[src/rtl/sal_pkg.sv]
`default_nettype none
package sal_pkg;

  localparam int DEPTH_DEF       = 8;
  localparam int VALUE_WIDTH_DEF = 32;

  // Fixed field widths on the ports
  localparam int IN_VAL_W   = 32;
  localparam int OP_W       = 2;
  localparam int POS_W      = 3;
  localparam int CNT_W      = 4;
  localparam int OUT_DATA_W = 8;

  typedef enum logic [OP_W-1:0] {
    OP_INSERT = 2'd0,
    OP_DELETE = 2'd1,
    OP_LOCATE = 2'd2,
    OP_CLEAR  = 2'd3
  } sal_op_t;

  // Per-cycle command broadcast to every cell
  typedef struct packed {
    logic ins;
    logic del;
  } sal_cmd_t;

endpackage
`default_nettype wire

[src/rtl/sal_cell.sv]
`default_nettype none
module sal_cell
  import sal_pkg::*;
#(
  parameter int VALUE_WIDTH = VALUE_WIDTH_DEF
) (
  input  wire logic                          clk,
  input  wire sal_cmd_t                      cmd,
  input  wire logic signed [VALUE_WIDTH-1:0] key,
  input  wire logic                          occ,
  input  wire logic                          left_lt,
  input  wire logic signed [VALUE_WIDTH-1:0] left_val,
  input  wire logic signed [VALUE_WIDTH-1:0] right_val,
  output logic signed [VALUE_WIDTH-1:0]      val,
  output logic                               lt,
  output logic                               bnd,
  output logic                               hit
);

  logic signed [VALUE_WIDTH-1:0] val_r;
  logic signed [VALUE_WIDTH-1:0] val_nxt;

  assign val = val_r;
  // Held entry sorts strictly below the key
  assign lt  = occ && (val_r < key);
  // First cell whose entry is not below the key
  assign bnd = !lt && left_lt;
  assign hit = bnd && occ && (val_r == key);

  always_comb begin
    val_nxt = val_r;
    if (cmd.ins) begin
      if (!lt) begin
        val_nxt = left_lt ? key : left_val;
      end
    end else if (cmd.del) begin
      if (!lt) begin
        val_nxt = right_val;
      end
    end
  end

  always_ff @(posedge clk) begin
    val_r <= val_nxt;
  end

endmodule
`default_nettype wire

[src/rtl/sorted_array_list_core.sv]
// Sorted list core: one item accepted per cycle when the output is free or being taken.
// The result is registered and shows on out_tvalid in the cycle after input accept.
// Throughput: 1 item per cycle; every cell compares and shifts in the same cycle.
// Reset (rst_n low, synchronous): list empty, no result pending.
// Entry storage has no reset; only entries below the fill count take part in the compares.
`default_nettype none
module sorted_array_list_core
  import sal_pkg::*;
#(
  parameter int DEPTH       = DEPTH_DEF,
  parameter int VALUE_WIDTH = VALUE_WIDTH_DEF
) (
  input  wire logic                  clk,
  input  wire logic                  rst_n,
  input  wire logic                  in_tvalid,
  output logic                       in_tready,
  input  wire logic [IN_VAL_W-1:0]   in_tdata,   // [31:0] value
  input  wire logic [OP_W-1:0]       in_tuser,   // [1:0] opcode
  output logic                       out_tvalid,
  input  wire logic                  out_tready,
  output logic [OUT_DATA_W-1:0]      out_tdata   // [0] ok, [3:1] position, [7:4] count
);

  localparam int FW = $clog2(DEPTH + 1);
  localparam int PW = (DEPTH > 1) ? $clog2(DEPTH) : 1;

  logic [FW-1:0]             fill_r;
  logic [FW-1:0]             fill_nxt;
  logic                      out_valid_r;
  logic                      out_valid_nxt;
  logic [OUT_DATA_W-1:0]     out_data_r;
  logic [OUT_DATA_W-1:0]     out_data_nxt;

  logic                      accept;
  sal_op_t                   op;
  logic signed [IN_VAL_W-1:0]    in_value;
  logic signed [VALUE_WIDTH-1:0] key;
  logic                      full;
  logic                      found;
  logic [PW-1:0]             pos_enc;
  logic                      ok;
  logic [PW-1:0]             pos;
  sal_cmd_t                  cmd;

  logic signed [VALUE_WIDTH-1:0] cell_val [DEPTH];
  logic [DEPTH-1:0]          cell_lt;
  logic [DEPTH-1:0]          cell_bnd;
  logic [DEPTH-1:0]          cell_hit;

  // Take a new item whenever the result register is empty or draining
  assign in_tready  = !out_valid_r || out_tready;
  assign accept     = in_tvalid && in_tready;
  assign op         = sal_op_t'(in_tuser);
  assign in_value   = in_tdata;
  // Truncate or sign-extend the value to the cell width
  assign key        = VALUE_WIDTH'(in_value);
  assign full       = (fill_r == FW'(DEPTH));
  assign out_tvalid = out_valid_r;
  assign out_tdata  = out_data_r;

  // Row of cells: each sees its neighbors' entries and the left cell's compare
  for (genvar i = 0; i < DEPTH; i++) begin : g_cell
    logic                          occ;
    logic                          left_lt;
    logic signed [VALUE_WIDTH-1:0] left_val;
    logic signed [VALUE_WIDTH-1:0] right_val;

    assign occ = (FW'(i) < fill_r);

    if (i == 0) begin : g_first
      assign left_lt  = 1'b1;
      assign left_val = key;
    end else begin : g_mid
      assign left_lt  = cell_lt[i-1];
      assign left_val = cell_val[i-1];
    end

    if (i == DEPTH - 1) begin : g_last
      assign right_val = cell_val[i];
    end else begin : g_inner
      assign right_val = cell_val[i+1];
    end

    sal_cell #(
      .VALUE_WIDTH(VALUE_WIDTH)
    ) u_cell (
      .clk      (clk),
      .cmd      (cmd),
      .key      (key),
      .occ      (occ),
      .left_lt  (left_lt),
      .left_val (left_val),
      .right_val(right_val),
      .val      (cell_val[i]),
      .lt       (cell_lt[i]),
      .bnd      (cell_bnd[i]),
      .hit      (cell_hit[i])
    );
  end

  // Boundary is one-hot (or empty when the list is full and every entry is below the key):
  // OR the cell indexes together to get its position
  always_comb begin
    pos_enc = '0;
    for (int i = 0; i < DEPTH; i++) begin
      if (cell_bnd[i]) begin
        pos_enc = pos_enc | PW'(i);
      end
    end
  end

  assign found = |cell_hit;

  // Decode the operation, drive the cell command and the next fill count
  always_comb begin
    fill_nxt = fill_r;
    ok       = 1'b0;
    pos      = '0;
    cmd      = '0;
    if (accept) begin
      case (op)
        OP_INSERT: begin
          if (!full) begin
            cmd.ins  = 1'b1;
            fill_nxt = fill_r + FW'(1);
            ok       = 1'b1;
            pos      = pos_enc;
          end
        end
        OP_DELETE: begin
          if (found) begin
            cmd.del  = 1'b1;
            fill_nxt = fill_r - FW'(1);
            ok       = 1'b1;
            pos      = pos_enc;
          end
        end
        OP_LOCATE: begin
          if (found) begin
            ok  = 1'b1;
            pos = pos_enc;
          end
        end
        OP_CLEAR: begin
          fill_nxt = '0;
          ok       = 1'b1;
        end
        default: begin
          fill_nxt = fill_r;
        end
      endcase
    end
  end

  // Result register: load on accept, drop once taken
  always_comb begin
    out_valid_nxt = out_valid_r;
    out_data_nxt  = out_data_r;
    if (in_tready) begin
      out_valid_nxt = accept;
    end
    if (accept) begin
      out_data_nxt = {CNT_W'(fill_nxt), POS_W'(pos), ok};
    end
  end

  always_ff @(posedge clk) begin
    if (!rst_n) begin
      fill_r      <= '0;
      out_valid_r <= 1'b0;
    end else begin
      fill_r      <= fill_nxt;
      out_valid_r <= out_valid_nxt;
    end
  end

  always_ff @(posedge clk) begin
    out_data_r <= out_data_nxt;
  end

endmodule
`default_nettype wire

[config.mk]
export PLATFORM = sky130hd
export DESIGN_NAME = sorted_array_list_core
export DESIGN_NICKNAME = d
export VERILOG_FILES = /design/src/rtl/sal_pkg.sv /design/src/rtl/sal_cell.sv /design/src/rtl/sorted_array_list_core.sv
export SDC_FILE = /design/constraint.sdc
export NUM_CORES = 1
export LEC_CHECK = 0
export ABC_CLOCK_PERIOD_IN_PS = 6510
export BUFFER_PORTS_ARGS = -buffer_cell sky130_fd_sc_hd__buf_2
export CAP_MARGIN = 25
export CORE_MARGIN = 2
export CORE_UTILIZATION = 61
export DETAILED_ROUTE_END_ITERATION = 10
export PLACE_DENSITY = 0.78
export SYNTH_ARGS = -nofsm -noshare
export SYNTH_HDL_FRONTEND = slang
export SYNTH_HIERARCHICAL = 1
export SYNTH_SLANG_ARGS = --single-unit
[constraint.sdc]
create_clock -name clk -period 6.51 [get_ports clk]
set_clock_uncertainty 0.05 [all_clocks]
set_input_delay 0.3255 -clock clk [delete_from_list [all_inputs] [get_ports clk]]
set_output_delay 0.3255 -clock clk [all_outputs]
set_load 0.1 [all_outputs]
==> results.tsv, run 1 <==
stage	metric	value	unit
status	status	finished, final reports clean	
cts	Num CTS Buffers	31	
timing	fmax	0.1943	GHz
timing	Tcrit/Tclk final	0.7904	
global_route	Remaining Overflow, GRT	0	
global_route	first-pass GRT wire length	87620	um
die	Ports	48	
worst_setup_path	CP arrival	5.32	ns
finish	Area growth syn-to-layout	8.267	%
cts	clock sinks	269	
timing	Least-Margin Pin Slew	1.039	ns
cts	Skew-Pair Late Insertion Delay	0.59	ns
place	IO buf count	47	
worst_setup_path	crit-path max FO	22	
die	Die ar.	0.03520	mm2
place	HPWL after DPL	40120	um
global_route	antenna violations before repair	4	
worst_setup_path	worst endpoint required time	6.69	ns
finish	layout cells sized above 1	0.07331	
cts	clk slew on worst S/H paths	0.06	ns
timing	final setup fails	0	
route	# DRC	0	
worst_setup_path	Buf/Inv on CP	1	
logic_synthesis	Post-Synthesis Cells	2196	
worst_setup_path	depth of the most critical reg-to-reg path	15	
logic_synthesis	YS warnings	6	
route	drt initial violations	1724	
worst_setup_path	CP delay by family, top	simple AND/OR/NAND/NOR gates	
worst_setup_path	startpoint types	flip-flop	
worst_setup_path	R2R Setup Slk	1.36	ns
power_and_ir_drop	pwr/cell area	198.0	mW/mm2
route	Final ANT Viol Nets	0	
logic_synthesis	Post-Syn Area	0.02057	mm2
timing	final number of max-transition violations	0	
worst_setup_path	CP max-delay cell	nor3_2	
die	Die Ht	187.6	um
cts	CTS hold repair buffers	2	
worst_setup_path	CP Capture Type	flip-flop	
worst_setup_path	max incr delay on CP	0.71	ns
global_route	vias in the first global route	16300	
route	routed wire length	55310	um
cts	Clock Tree Buf Depth	3	
die	core area	0.03336	mm2
min_path	hold path depth	3	
place	Placed Cells	2625	
route	WL/cell	20.57	um
die	Initial Util	0.6165	
timing	Fin Setup TNS	0	ns
run	Max Cap Viol	0	
min_path	Tightest Hold Check Type	in2reg	
die	Die W	187.6	um
cts	setup repair bufs after CTS	0	
finish	Total Nets Final	2513	
global_route	GRT Total Usage	0.3113	
timing	Final min period	5.146	ns
logic_synthesis	syn nets	2497	
power_and_ir_drop	Leakage	9.411	nW
power_and_ir_drop	Peak VDD IR	211.5	uV
timing	RSZ-0062 raised after global routing	false	
cts	Root Buffer Master	clkbuf_16	
finish	# fillers	2607	
worst_setup_path	cell depth of the worst setup path	15	
global_route	largest net degree at the start of global routing	113	
die	Rows	67	
finish	fin cells	2689	
place	RD Place Congestion	0.9200	
route	vias	16740	
power_and_ir_drop	total power	4.409	mW
logic_synthesis	Avg Cell Area, Syn	9.366	um2
timing	Max-Slew Margin vs Limit	0.3073	
route	vias per cell	6.226	
cts	post_cts resized	0	
cts	H-tree lvl count	1	
worst_setup_path	Crit Path Class	reg2reg	
timing	final hold violations	0	
worst_setup_path	critical-path cell list	ha_1, nand4_1, nor2_1, a221o_1, a211o_1, a211oi_2, or2_2, nand4_1, nor3_1, nor4_1, nand2_1, and3_1, nor2_1, nor3_2, buf_4	
cts	CTS tree	yes	
route	drt pass-1 iters	6	
[routing by layer]
metal | global-route usage | wire, um | vias up | part of all wire
li1 | - | - | 7961 | -
met1 | 0.4342 | 23530 | 7886 | 0.43
met2 | 0.4926 | 24790 | 790 | 0.45
met3 | 0.06027 | 5414 | 103 | 0.098
met4 | 0.09570 | 1569 | 2 | 0.028
met5 | 0 | 14 | - | 0.00025
[area by class of cell]
type / count / area (um2) / share of cell area
Antenna cell: 4 / 10.01 / 0.0004495
Clock buffer: 43 / 840.8 / 0.03776
Clock inverter: 15 / 176.4 / 0.007922
Inverter: 275 / 1032 / 0.04635
Multi-Input combinational cell: 1560 / 11170 / 0.5016
Sequential cell: 269 / 8028 / 0.3605
Tap cell: 448 / 560.5 / 0.02517
Timing Repair Buffer: 75 / 451.7 / 0.02028
[power by group]
group / internal [mW] / switching [mW]
clock network: 1.05 / 0.720
registers: 1.96 / 0.0427
logic: 0.214 / 0.416
total: 3.23 / 1.18
[worst register-to-register path: stages, from the launching register on]
cell and delay [ns]:
edfxtp_1 0.42, ha_1 0.35, nand4_1 0.19, nor2_1 0.07
a221o_1 0.31, a211o_1 0.24, a211oi_2 0.31, or2_2 0.18
nand4_1 0.07, nor3_1 0.58, nor4_1 0.18, nand2_1 0.14
and3_1 0.39, nor2_1 0.10, nor3_2 0.72, buf_4 0.50
[cells in the final DEF (no fill, tap or decap), types with 4 or more instances in the layout]
cell and count:
a21oi_2 8, a21o_1 11, nand3_1 37, o21ai_0 12
a22oi_1 8, or2_2 7, nor2_1 299, mux2i_1 256
o211ai_1 10, bufinv_16 4, nor3b_1 7, clkbuf_1 10
nand2_1 85, buf_2 48, a221o_1 8, and3b_1 9
clkinv_1 4, nor4_1 18, nor3_1 16, clkinv_2 5
nand4_1 56, dfxtp_1 5, buf_4 24, nor3_2 9
clkbuf_16 31, a21oi_1 362, edfxtp_1 264, a211oi_2 8
o21ai_1 17, diode_2 4, a211oi_1 8, a211o_1 8
o21ai_2 8, inv_1 275, ha_1 263
[worst paths after layout]
check / start / end
max reg2reg: g_cell[6].u_cell/val[14] / g_cell[5].u_cell/val[10]
min: out_tready / out_tvalid
max: g_cell[6].u_cell/val[14] / g_cell[5].u_cell/val[10]
min reg2reg: out_tvalid / out_tvalid
[metrics by stage]
step,worst slack (ns),instance area [um2],hold slack [ns],util
floorplan,0.5998,20570,0.4050,-
global placement,1.193,21210,0.4849,0.6356
detailed placement,1.272,21220,0.4937,0.6361
CTS,1.520,22260,0.02140,0.6671
global route,1.162,22270,0.05090,0.6674
finish,1.364,22270,0.04227,0.6674
[state kept, by name (all words and copies together) (netlist names)]
register           flops
g_cell.u_cell/val    256
out_tdata              8
fill_r                 4
out_tvalid             1
No activity file was read; power rests on OpenSTA's default activity.
==> inputs of run 2 (changes only) <==
--- a/config.mk
+++ b/config.mk
@@ -5,11 +5,11 @@
 export SDC_FILE = /design/constraint.sdc
 export NUM_CORES = 1
 export LEC_CHECK = 0
-export ABC_CLOCK_PERIOD_IN_PS = 6510
+export ABC_CLOCK_PERIOD_IN_PS = 4400
 export BUFFER_PORTS_ARGS = -buffer_cell sky130_fd_sc_hd__buf_2
 export CAP_MARGIN = 25
 export CORE_MARGIN = 2
-export CORE_UTILIZATION = 61
+export CORE_UTILIZATION = 58
 export DETAILED_ROUTE_END_ITERATION = 10
 export PLACE_DENSITY = 0.78
 export SYNTH_ARGS = -nofsm -noshare
==> constraint.sdc (replaced) <==
create_clock -name clk -period 4.4 [get_ports clk]
set_clock_uncertainty 0.05 [all_clocks]
set_input_delay 0.22 -clock clk [delete_from_list [all_inputs] [get_ports clk]]
set_output_delay 0.22 -clock clk [all_outputs]
set_load 0.1 [all_outputs]
==> results.tsv, run 2 (synthesis results as in run 1) <==
stage	metric	value	unit
status	status	finished, final reports clean	
finish	most frequent cells in the layout	362 x a21oi_1, 299 x nor2_1, 275 x inv_1	
worst_setup_path	Crit Path Class	reg2reg	
place	RD Place Congestion	0.9031	
worst_setup_path	CP delay by family, top	compound AO/OA/AOI/OAI gates	
die	Ports	48	
run	Max Cap Viol	0	
power_and_ir_drop	Power Internal	4.757	mW
die	Die Ht	192.3	um
worst_setup_path	CP Capture Type	flip-flop	
cts	Skew-Pair Late Insertion Delay	0.57	ns
global_route	Remaining Overflow, GRT	0	
global_route	vias in the first global route	16140	
timing	Fin Setup TNS	0	ns
route	drt initial violations	1879	
worst_setup_path	depth of the most critical reg-to-reg path	14	
power_and_ir_drop	Seq pwr share	0.455	
worst_setup_path	startpoint types	flip-flop	
power_and_ir_drop	Leakage	9.554	nW
worst_setup_path	critical-path cell list	ha_1, a21oi_1, o21ai_0, a221o_1, a211o_1, a211oi_4, or2_2, nand4_1, nor3_2, nor4_2, a2111oi_0, buf_4, nand3b_1, nand3_1	
timing	RSZ-0062 raised after global routing	false	
timing	hold slack	0.1780	ns
worst_setup_path	max incr delay on CP	0.70	ns
die	Die W	192.3	um
route	drt pass-1 iters	5	
finish	layout cells sized above 1	0.08669	
power_and_ir_drop	total power	6.530	mW
route	Final ANT Viol Nets	0	
power_and_ir_drop	Peak VDD IR	307.7	uV
finish	number of flip-flops in the largest register	256	
power_and_ir_drop	Clock Power Share	0.400	
cts	clk slew on worst S/H paths	0.06	ns
global_route	largest net degree at the start of global routing	225	
cts	clock sinks	269	
power_and_ir_drop	combinational share of power	0.145	
worst_setup_path	R2R Path Start	g_cell[5].u_cell/val[7]	
die	Die ar.	0.03699	mm2
place	HPWL after DPL	40170	um
die	core area	0.03471	mm2
power_and_ir_drop	pwr/cell area	287.6	mW/mm2
worst_setup_path	crit path launch	g_cell[5].u_cell/val[7]	
route	vias per cell	6.174	
timing	final hold violations	0	
cts	H-tree lvl count	1	
min_path	Tightest Hold Check Type	in2reg	
cts	Clock Tree Buf Depth	3	
worst_setup_path	Buf/Inv on CP	1	
cts	Root Buffer Master	clkbuf_16	
power_and_ir_drop	P_sw	1.773	mW
cts	Num CTS Buffers	31	
place	post-place setup slack	0.05086	ns
route	# DRC	0	
die	Rows	68	
worst_setup_path	worst endpoint required time	4.65	ns
timing	final setup fails	0	
finish	Total Nets Final	2539	
cts	setup repair bufs after CTS	0	
worst_setup_path	worst setup path end	out_tdata[7]	
finish	commonest non-fill, non-tap cell in the layout	a21oi_1	
timing	fmax	0.2348	GHz
global_route	antenna violations before repair	2	
global_route	GRT Total Usage	0.3002	
timing	post-route worst setup slack	0.1405	ns
global_route	first-pass GRT wire length	86610	um
timing	Max-Slew Margin vs Limit	0.3807	
worst_setup_path	CP max-delay cell	a2111oi_0	
worst_setup_path	CP arrival	4.51	ns
route	WL/cell	20.38	um
timing	final number of max-transition violations	0	
die	Initial Util	0.5925	
worst_setup_path	R2R Setup Slk	0.14	ns
route	vias	16790	
timing	Tcrit/Tclk final	0.9681	
worst_setup_path	cell depth of the worst setup path	14	
finish	fin util	0.6541	
worst_setup_path	crit-path max FO	4	
timing	Final min period	4.260	ns
worst_setup_path	reg-to-reg endpoint	out_tdata[7]	
finish	Area growth syn-to-layout	10.40	%
place	IO buf count	47	
cts	CTS tree	yes	
route	routed wire length	55420	um
power_and_ir_drop	Switching Share	0.2715	
timing	Least-Margin Pin Slew	0.9290	ns
## run 2: cell types whose count changed in the layout (fill, tap and decap cells not counted), sizes merged
| cell | previous run | this run |
|---|---|---|
| buf | 73 | 98 |
| clkbuf | 43 | 36 |
| clkinv | 9 | 11 |
| clkinvlp | 1 | 3 |
| diode | 4 | 3 |
| dlygate4sd3 | 2 | 3 |
| inv | 276 | 277 |
## run 2: layout make-up
class | count | area (um2)
inverter | 275 | 1032
antenna | 3 | 7.507
clock inverter | 20 | 217.7
multi-input combinational | 1560 | 11300
sequential | 269 | 8028
fill | 2773 | 12010
timing repair buffer | 101 | 760.7
tap | 455 | 569.3
clock buffer | 36 | 794.5
## run 2: tightest hold or removal path, delay by kind of cell
kind	cells	cell delay [ns]
AOI/OAI and AO/OA	3	0.29
and+or+nand+nor	1	0.16
buffers and inverters	1	0.09
## run 2: repair_timing
| item | CTS | global route |
|---|---|---|
| endpoints found under the hold margin | 5 | 0 |
| endpoints found under the setup margin | 0 | 100 |
| hold buffers | 3 | 0 |
| gates resized for setup | 0 | 6 |
## run 2: stage by stage
stage	instances	cell area, um2
3_3_place_gp	2657	21630
6_report	2719	22710
4_1_cts	2716	22670
2_1_floorplan	2196	20730
5_1_grt	2718	22700
3_5_place_dp	2657	21630
## run 2: power groups by stage
| stage | sequential [mW] | combinational, mW | clock, mW |
|---|---|---|---|
| after floorplan | 3.03 | 0.598 | 0 |
| after global placement | 3.02 | 0.873 | 0 |
| after detailed placement | 3.02 | 0.920 | 0 |
| after CTS | 2.97 | 0.928 | 2.64 |
| after global routing | 2.98 | 1.05 | 2.74 |
| final | 2.97 | 0.950 | 2.61 |
## run 2: how the worst min path moves through the flow
stage,to,slack [ns],cells past startpoint,from
floorplan,out_tvalid,0.30,2,in_tvalid
global placement,fill_r[0],0.42,2,rst_n
CTS,fill_r[3],0.16,5,out_tready
detailed placement,out_tvalid,0.44,3,in_tvalid
finish,fill_r[3],0.18,5,out_tready
global route,fill_r[3],0.20,5,out_tready
## run 2: routing by layer
metal,GRT usage,vias up,part of all wire
li1,-,8013,-
met1,0.4197,7932,0.43
met2,0.4712,733,0.45
met3,0.05165,110,0.093
met4,0.1060,0,0.032
met5,0,-,0
